## config.mk

```make
export PLATFORM = sky130hd
export DESIGN_NAME = htrie_ctrl
export DESIGN_NICKNAME = d
export VERILOG_FILES = /design/src/hw/rtl/htrie_pkg.sv /design/src/hw/rtl/htrie_ctrl.sv
export SDC_FILE = /design/constraint.sdc
export NUM_CORES = 1
export LEC_CHECK = 0
export ABC_AREA = 1
export BUFFER_PORTS_ARGS = -buffer_cell sky130_fd_sc_hd__buf_2
export CAP_MARGIN = 20
export CORE_AREA = 4 4 41 43
export CTS_CLUSTER_DIAMETER = 100
export CTS_CLUSTER_SIZE = 24
export DETAILED_ROUTE_END_ITERATION = 16
export DIE_AREA = 0 0 45 47
export PLACE_DENSITY = 0.64
export SKIP_LAST_GASP = 1
export SYNTH_ARGS = -nofsm -noshare
export SYNTH_HDL_FRONTEND = slang
export SYNTH_SLANG_ARGS = --single-unit
```

## constraint.sdc

```tcl
create_clock -name clk -period 1.5 [get_ports clk]
set_input_delay 0.225 -clock clk [delete_from_list [all_inputs] [get_ports clk]]
set_output_delay 0.225 -clock clk [all_outputs]
set_load 0.05 [all_outputs]
```

## src/hw/rtl/htrie_pkg.sv

```systemverilog
// Shared types and constants for the hashed trie block.
// Holds the controller/datapath command and status structs and the result codes.
// No dependencies.
package htrie_pkg;

    localparam logic [1:0] ST_INSERTED = 2'd0;
    localparam logic [1:0] ST_FOUND    = 2'd1;
    localparam logic [1:0] ST_ABSENT   = 2'd2;
    localparam logic [1:0] ST_FULL     = 2'd3;

    localparam logic OP_INSERT = 1'b0;
    localparam logic OP_LOOKUP = 1'b1;

    localparam int CFG_W       = 11;
    localparam int CFG_RESET   = 1024;
    localparam int HASH_NODE_K = 17;
    localparam int HASH_SYM_K  = 13;
    localparam int SYM_W       = 8;
    localparam int END_W       = 10;

    typedef struct packed {
        logic clear_wr;
        logic load;
        logic div_step;
        logic head_rd;
        logic take_head;
        logic ent_rd;
        logic follow;
        logic next_link;
        logic alloc;
        logic fail;
        logic final_rd;
        logic emit;
    } htrie_cmd_t;

    typedef struct packed {
        logic clr_done;
        logic div_done;
        logic failed;
        logic e_zero;
        logic match;
        logic lookup;
        logic last;
        logic pool_full;
        logic out_full;
    } htrie_sts_t;

endpackage

```

## src/hw/rtl/htrie_ctrl.sv

```systemverilog
// Controller state machine of the hashed trie: clearing sweep, hash,
// chain walk, allocation and result sequencing.
// Depends on htrie_pkg; drives htrie_dp.
module htrie_ctrl (
    input  logic                  clk,
    input  logic                  rst_n,
    input  logic                  in_valid,
    output logic                  in_ready,
    input  htrie_pkg::htrie_sts_t sts,
    output htrie_pkg::htrie_cmd_t cmd
);

    typedef enum logic [3:0] {
        S_CLEAR, S_IDLE, S_DECIDE, S_HASH, S_HEAD_RD, S_HEAD_WAIT,
        S_WALK, S_ENT_WAIT, S_FIN, S_FWAIT, S_EMIT
    } state_t;

    state_t state_reg;
    state_t state_next;

    assign in_ready = (state_reg == S_IDLE);

    always_comb
    begin
        cmd        = '0;
        state_next = state_reg;
        unique case (state_reg)
            S_CLEAR:
            begin
                cmd.clear_wr = 1'b1;
                if (sts.clr_done)
                    state_next = S_IDLE;
            end
            S_IDLE:
            begin
                if (in_valid)
                begin
                    cmd.load   = 1'b1;
                    state_next = S_DECIDE;
                end
            end
            S_DECIDE:
                state_next = sts.failed ? S_FIN : S_HASH;
            S_HASH:
            begin
                cmd.div_step = 1'b1;
                if (sts.div_done)
                    state_next = S_HEAD_RD;
            end
            S_HEAD_RD:
            begin
                cmd.head_rd = 1'b1;
                state_next  = S_HEAD_WAIT;
            end
            S_HEAD_WAIT:
            begin
                cmd.take_head = 1'b1;
                state_next    = S_WALK;
            end
            S_WALK:
            begin
                if (sts.e_zero)
                begin
                    // End of chain without a match.
                    if (sts.lookup || sts.pool_full)
                        cmd.fail = 1'b1;
                    else
                        cmd.alloc = 1'b1;
                    state_next = S_FIN;
                end
                else
                begin
                    cmd.ent_rd = 1'b1;
                    state_next = S_ENT_WAIT;
                end
            end
            S_ENT_WAIT:
            begin
                if (sts.match)
                begin
                    cmd.follow = 1'b1;
                    state_next = S_FIN;
                end
                else
                begin
                    cmd.next_link = 1'b1;
                    state_next    = S_WALK;
                end
            end
            S_FIN:
            begin
                if (!sts.last)
                    state_next = S_IDLE;
                else if (sts.lookup && !sts.failed)
                begin
                    cmd.final_rd = 1'b1;
                    state_next   = S_FWAIT;
                end
                else
                    state_next = S_EMIT;
            end
            S_FWAIT:
                state_next = S_EMIT;
            S_EMIT:
            begin
                if (!sts.out_full)
                begin
                    cmd.emit   = 1'b1;
                    state_next = S_IDLE;
                end
            end
            default:
                state_next = S_IDLE;
        endcase
    end

    always_ff @(posedge clk or negedge rst_n)
    begin
        if (!rst_n)
            state_reg <= S_CLEAR;
        else
            state_reg <= state_next;
    end

endmodule

```

Word-level counts from Yosys, hierarchy flattened
Index checks and enable logic that the tools add are counted.
Word-level totals
  register bits: 4
  input port bits: 12
  output and inout port bits: 13
  word-level logic and storage cells: 50
Operators by class
  equality and inequality tests: 14
  mux-type cells: 30
  reduce and logical (&&, ||, !) cells: 5
Operator list (number)
  case mux 4 bit (11 select lines): 1
  two-way mux 4 bit: 8
  two-way mux 1 bit: 17
  == test 4 x 3 -> 1 bit (second input constant): 4
  == test 4 bit (second input constant): 3
  == test 4 x 2 -> 1 bit (second input constant): 2
  two-way mux 2 bit: 4
  != test 2 bit (second input constant): 4
  == test 4 x 1 -> 1 bit (second input constant): 1
  zero test 4 bit: 1
  AND reduction 4 bit: 1
  logical AND 1 bit: 1
  zero test 1 bit: 1
  logical OR 1 bit: 1

Longest topological paths before layout
Gate-level depths: netlist (run 1).
  depth after elaboration: 5
  mapped depth: 9
  mapped depth without buffers: 9

Worst setup path after synthesis (run 1)
Ideal clock, no wire load.
  path type: reg-to-output
  start: register state_reg[3]
  end: output cmd[3] (netlist name)
  data arrival time: 1.848 ns
  data required time: 1.275 ns
  setup slack: -0.573 ns
  stages on the path, launching flop included: 6
  path buffers: 0
  cell sequence: dfrtp_1 -> inv_1 -> nand2_2 -> nor2_1 -> nand2_1 -> nor3_1
RTL lines
  start: declaration: RTL line htrie_ctrl.sv:18  | state_t state_reg;
  start signal: assignment: RTL line htrie_ctrl.sv:122  | state_reg <= state_next;
  end: declaration: RTL line htrie_ctrl.sv:10  | output htrie_pkg::htrie_cmd_t cmd

==> flow_metrics.py, run 1 <==
metrics = {
    "status": {
        "status": "finished, violations left",
        "violations": "negative setup slack",
    },
    "route": {
        "first_pass_iters": 6,
        "routedWlPerCell_um": 12.3,
        "routed_wirelength_um": 1880,
        "drt_iter0_drc": 27,
        "ant_nets": 0,
        "drcViolationCount": 0,
        "viasPerCell": 4.86,
        "vias": 744,
    },
    "sta": {
        "max_freq_ghz": 0.618,
        "setup_viol": 11,
        "fin_setup_tns_ns": -0.366,
        "hold_violations": 0,
        "max_slew_margin_pct": 86.0,
        "slew_viol_final": 0,
        "fin_skew_ns": 0.00497,
        "rsz0062_at_grt": "yes",
        "fin_crit_ns": 1.62,
        "holdWs_ns": 0.312,
        "worstMarginPinSlew_ns": 0.209,
        "timing.final.ws_setup_ns": -0.119,
        "period_share_pct": 108,
    },
    "global_route": {
        "grt_max_degree": 8,
        "grt_antenna_before_repair": 0,
        "gr-total-overflow": 0,
        "groute.usage.overall_pct": 17.3,
        "grt_pass1_wl_um": 2700,
        "grt_pass1_vias": 650,
    },
    "synth": {
        "yosysWarningCount": 0,
        "yosys_register_bits": 4,
        "syn_nets": 105,
        "yosysSeqAreaShare_pct": 20.4,
        "synth.distinct_cells": 15,
        "syn_area_um2": 492,
        "syn_inst": 93,
        "synth_area_per_cell_um2": 5.29,
    },
    "floorplanning": {
        "die_w_um": 45,
        "die_h_um": 47,
        "dieArea_um2": 2120,
        "ioPinCount": 25,
        "initial_core_util_pct": 37.8,
        "coreArea_um2": 1300,
        "fp-row-count": 13,
    },
    "setup_path": {
        "worstPathArrival_ns": 1.39,
        "crit_chain": "nor2_4, inv_2, nor2_4, nand2_2, nor2_4, buf_8",
        "r2r_slack_ns": 0.09,
        "slowest_stage": "dfrtp_2",
        "crit_top_cell": "nor2_4",
        "max_stage_delay_ns": 0.48,
        "crit_fanout": 7,
        "worstPathRequired_ns": 1.27,
        "path_depth": 6,
        "r2r_start": "state_reg[0]",
        "criticalPathCategory": "flop to output port",
        "reg2reg_depth": 8,
        "timing.rr.end": "state_reg[0]",
        "start_kind": "flop",
        "critPathTopFamily": "simple AND/OR/NAND/NOR gates",
        "worstPathBufferInverterCount": 2,
        "cp-end-kind": "output port",
    },
    "worst_hold_path": {
        "hold_path_depth": 3,
        "holdCritPathClass": "input port to flop",
        "holdPathEnd": "state_reg[3]",
        "min_from": "sts[4]",
    },
    "placed_design": {
        "io_buffers": 24,
        "dpl.hpwl_um": 1180,
        "pre_cts_slack_ns": 0.0104,
        "dp_cells": 139,
        "finalWeightedCongestion": 0.899,
    },
    "clock_network": {
        "numCtsBuffers": 3,
        "clk_pin_slew_worst_paths_ns": 0.04,
        "worst_skew_pair.late_latency_ns": 0.23,
        "cts_tree": "yes",
        "ctsRootBufferMaster": "clkbuf_4",
        "clk_path_buf_depth": 2,
        "h-tree-depth": 1,
        "clock_sinks": 4,
    },
    "power": {
        "vdd_drop_max_mv": 1.17,
        "power_mw": 2.13,
        "comb_power_share_pct": 81.2,
        "clock_power_share_pct": 6.0,
        "power.switching_mw": 1.15,
        "power_density_nw_per_um2": 2110,
        "seq_power_share_pct": 12.8,
        "total_leakage_power_nw": 0.559,
        "switching_share_pct": 53.9,
        "p_int_mw": 0.984,
    },
    "finish": {
        "largest_register_ffs": 4,
        "drive_gt1_share_pct": 61.6,
        "fin_cells": 153,
        "fillCellCount": 94,
        "fin_nets": 152,
        "syn_to_final_growth_pct": 106,
        "diodes": 0,
    },
    "job": {
        "maxCapViolCount": 0,
    },
}
per-layer routing:
metal  up-vias  track usage, %  part of all wire [%]
li1        368               -                     -
met4         0            3.51                     0
met5         -               0                     0
met3         0            2.68                   5.3
met1       348            20.8                    38
met2        28            32.2                    57
power groups by stage:
stage                     Combinational, mW  Sequential, mW  Clock (mW)
after floorplan                       0.845           0.227           0
after global routing                   1.88           0.277       0.136
after detailed placement               1.19           0.233           0
after CTS                              1.40           0.247       0.135
final                                  1.73           0.273       0.129
after global placement                 1.18           0.232           0
cells in the mapped netlist:
| master | number | area, µm² |
|---|---|---|
| nand2_2 | 3 | 18.8 |
| inv_1 | 14 | 52.6 |
| dfrtp_1 | 4 | 100 |
| nor2_2 | 6 | 37.5 |
| inv_2 | 6 | 22.5 |
| nand3_2 | 1 | 10.0 |
| nand4_1 | 1 | 6.26 |
| nor3_1 | 2 | 10.0 |
| nand2_1 | 27 | 101 |
| nand3_1 | 4 | 20.0 |
| o21ai_2 | 2 | 17.5 |
| o21ai_0 | 4 | 20.0 |
| clkinv_1 | 1 | 3.75 |
| nand3b_1 | 1 | 7.51 |
| nor2_1 | 17 | 63.8 |
layout by cell type, fill, tap and decap left out, drive strengths merged:
cell         synthesis  routed
nand4                1       1
nand3                5       5
buf                  0      41
o21ai                6       6
dfrtp                4       4
nor2                23      23
clkinv               1       1
nor3                 2       2
dlygate4sd3          0       1
nand2               30      30
inv                 20      20
clkbuf               0       3
nand3b               1       1
worst max path at each step:
stage / startpoint / to / slack, ns
global route: state_reg[1] / cmd[1] / -0.17
floorplan: state_reg[3] / cmd[3] / -0.16
CTS: state_reg[0] / cmd[3] / -0.1
global placement: state_reg[0] / cmd[3] / 0.04
detailed placement: state_reg[3] / cmd[3] / 0.01
finish: state_reg[1] / cmd[1] / -0.12
cell type report:
cell class	count	area [µm²]	share of cell area [%]
repair buffers	42	362	35.7
clock buffers	3	22.5	2.22
well taps	15	18.8	1.85
multi-input cells	68	425	42.0
flip-flops and latches	4	104	10.2
inverters	21	81.3	8.02
per-stage QoR:
stage | cell area [µm²] | util (%)
after detailed placement | 708 | 54.4
after global routing | 1010 | 77.9
after CTS | 868 | 66.7
final | 1010 | 77.9
after floorplan | 517 | -
after global placement | 708 | 54.4
what timing repair did:
item,CTS,global route
hold buffers,1,0
pin swaps,2,9
setup endpoints to repair,13,13
endpoints found under the hold margin,4,0
resized for setup,33,29
setup buffers,5,6
tightest hold or removal path: cells and delay by family:
family | cells | cell delay [ns]
buffers and inverters | 1 | 0.09
AND/OR/NAND/NOR | 2 | 0.18
cells by family after synthesis:
kind of cell	after synthesis	share of synthesized area (%)
and+or+nand+nor	62	56.0
buffers and inverters	21	16.0
AOI/OAI and AO/OA	6	7.63
DFF	4	20.4
Note: power is estimated with default switching activity, not from simulation.
==> run 2: changes to the inputs <==
--- a/config.mk
+++ b/config.mk
@@ -6,14 +6,15 @@
 export NUM_CORES = 1
 export LEC_CHECK = 0
 export ABC_AREA = 1
-export BUFFER_PORTS_ARGS = -buffer_cell sky130_fd_sc_hd__buf_2
 export CAP_MARGIN = 20
 export CORE_AREA = 4 4 41 43
 export CTS_CLUSTER_DIAMETER = 100
 export CTS_CLUSTER_SIZE = 24
 export DETAILED_ROUTE_END_ITERATION = 16
 export DIE_AREA = 0 0 45 47
-export PLACE_DENSITY = 0.64
+export DONT_BUFFER_PORTS = 1
+export PLACE_DENSITY = 0.48
+export RECOVER_POWER = 100
 export SKIP_LAST_GASP = 1
 export SYNTH_ARGS = -nofsm -noshare
 export SYNTH_HDL_FRONTEND = slang
==> flow_metrics.py, run 2 (synthesized netlist as in run 1, its figures left out) <==
metrics = {
    "floorplanning": {
        "die_w_um": 45,
        "coreArea_um2": 1300,
        "ioPinCount": 25,
        "fp-row-count": 13,
        "die_h_um": 47,
        "initial_core_util_pct": 37.8,
        "dieArea_um2": 2120,
    },
    "global_route": {
        "grtUsageMet2_pct": 35.3,
        "groute.usage.overall_pct": 18.3,
        "grt_antenna_before_repair": 0,
        "grt_max_degree": 7,
        "grt_pass1_wl_um": 2770,
        "grt_pass1_vias": 701,
        "gr-total-overflow": 0,
        "grt_busiest_layer": "met2",
        "grt_use_met3_pct": 7.28,
        "gr-usage-met1_pct": 18.0,
    },
    "finish": {
        "syn_to_final_growth_pct": 107,
        "mostFrequentLayoutCells": "nand2_1 (22), buf_4 (14)",
        "layout_commonest_cell": "nand2_1",
        "fillCellCount": 95,
        "fin_nets": 141,
        "finalInstanceArea_um2": 1020,
        "largest_register_ffs": 4,
        "diodes": 0,
        "drive_gt1_share_pct": 58.3,
    },
    "route": {
        "routed_wirelength_um": 1800,
        "viasPerCell": 4.96,
        "ant_nets": 0,
        "drt_iter0_drc": 10,
        "drcViolationCount": 0,
        "first_pass_iters": 4,
        "routedWlPerCell_um": 12.7,
        "vias": 704,
    },
    "sta": {
        "fin_crit_ns": 1.57,
        "max_freq_ghz": 0.636,
        "worstMarginPinSlew_ns": 0.198,
        "rsz0062_at_grt": "yes",
        "fin_skew_ns": 0.00423,
        "hold_violations": 0,
        "timing.final.ws_setup_ns": -0.0720,
        "max_slew_margin_pct": 86.8,
        "period_share_pct": 105,
        "setup_viol": 6,
        "holdWs_ns": 0.216,
        "slew_viol_final": 0,
    },
    "power": {
        "switching_share_pct": 51.9,
        "power_density_nw_per_um2": 2170,
        "power.switching_mw": 1.15,
        "p_int_mw": 1.07,
        "total_leakage_power_nw": 0.522,
        "vdd_drop_max_mv": 1.27,
        "comb_power_share_pct": 81.9,
        "clock_power_share_pct": 6.2,
        "seq_power_share_pct": 11.8,
    },
    "placed_design": {
        "dpl.hpwl_um": 1190,
        "finalWeightedCongestion": 0.827,
        "dpl_cell_area_um2": 783,
        "io_buffers": 0,
    },
    "setup_path": {
        "crit_top_cell": "nor2_2",
        "slowest_stage": "dfrtp_2",
        "start_kind": "flop",
        "crit_fanout": 6,
        "worstPathRequired_ns": 1.27,
        "worstPathBufferInverterCount": 2,
        "path_depth": 6,
        "crit_chain": "nor2_4, inv_2, nor2_2, nand2_1, nor2_2, buf_12",
        "critPathTopFamily": "flip-flops",
        "worstPathArrival_ns": 1.35,
        "criticalPathCategory": "flop to output port",
        "max_stage_delay_ns": 0.47,
        "cp-end-kind": "output port",
        "reg2reg_depth": 10,
    },
    "clock_network": {
        "numCtsBuffers": 3,
        "cts_tree": "yes",
        "clock_sinks": 4,
        "worst_skew_pair.late_latency_ns": 0.24,
        "clk_pin_slew_worst_paths_ns": 0.04,
        "h-tree-depth": 1,
        "clk_path_buf_depth": 2,
        "ctsRootBufferMaster": "clkbuf_4",
    },
    "worst_hold_path": {
        "hold_path_depth": 2,
        "holdCritPathClass": "input port to flop",
    },
    "status": {
        "status": "finished, violations left",
        "violations": "negative setup slack",
    },
    "job": {
        "maxCapViolCount": 0,
    },
}
## run 2: cell count changes in the layout (fill, tap and decap cells not counted), sizes merged
cell,previous run,this run
buf,41,30
## run 2: cell type report
class	count	area, µm²	area share, %
repair buffers	31	374	36.7
inverters	21	83.8	8.22
well taps	15	18.8	1.84
clock buffers	3	22.5	2.21
flip-flops and latches	4	104	10.2
multi-input cells	68	417	40.9
## run 2: stage by stage
stage	total power, mW	TNS (ns)	util, %	instances	setup slack [ns]
final	2.22	-0.239	78.4	142	-0.0720
after global routing	2.38	-1.03	78.4	142	-0.140
after CTS	1.99	-0.196	72.5	139	-0.0887
after detailed placement	1.55	0	60.2	126	0.0879
after global placement	1.55	0	60.2	126	0.113
after floorplan	1.07	-0.170	-	93	-0.163
## run 2: worst paths after layout
check	slack, ns	startpoint	endpoint
max	-0.07	state_reg[1]	cmd[1]
min	0.22	sts[4]	state_reg[3]
max reg2reg	0.11	state_reg[3]	state_reg[0]
min reg2reg	0.69	state_reg[0]	state_reg[0]
max in group asynchronous	1.05	rst_n	state_reg[0]
min in group asynchronous	0.26	rst_n	state_reg[3]
## run 2: metal layers
metal | vias up | routed length [µm]
met5 | - | 0
met4 | 0 | 8
met3 | 2 | 127
met2 | 29 | 1020
met1 | 327 | 640
li1 | 346 | -
## run 2: timing repair
action                     in CTS  in global routing
buffers inserted                9                  3
hold buffers                    1                  0
resized for setup              21                 16
hold endpoints to repair        4                  0
pin swaps                       5                  4
setup endpoints to repair      12                 13
## run 2: power groups by stage
stage	registers, mW	logic [mW]	clock network (mW)
3_5_place_dp	0.226	1.32	0
4_1_cts	0.228	1.62	0.142
5_1_grt	0.270	1.96	0.154
3_3_place_gp	0.223	1.33	0
2_1_floorplan	0.227	0.845	0
6_report	0.262	1.82	0.139
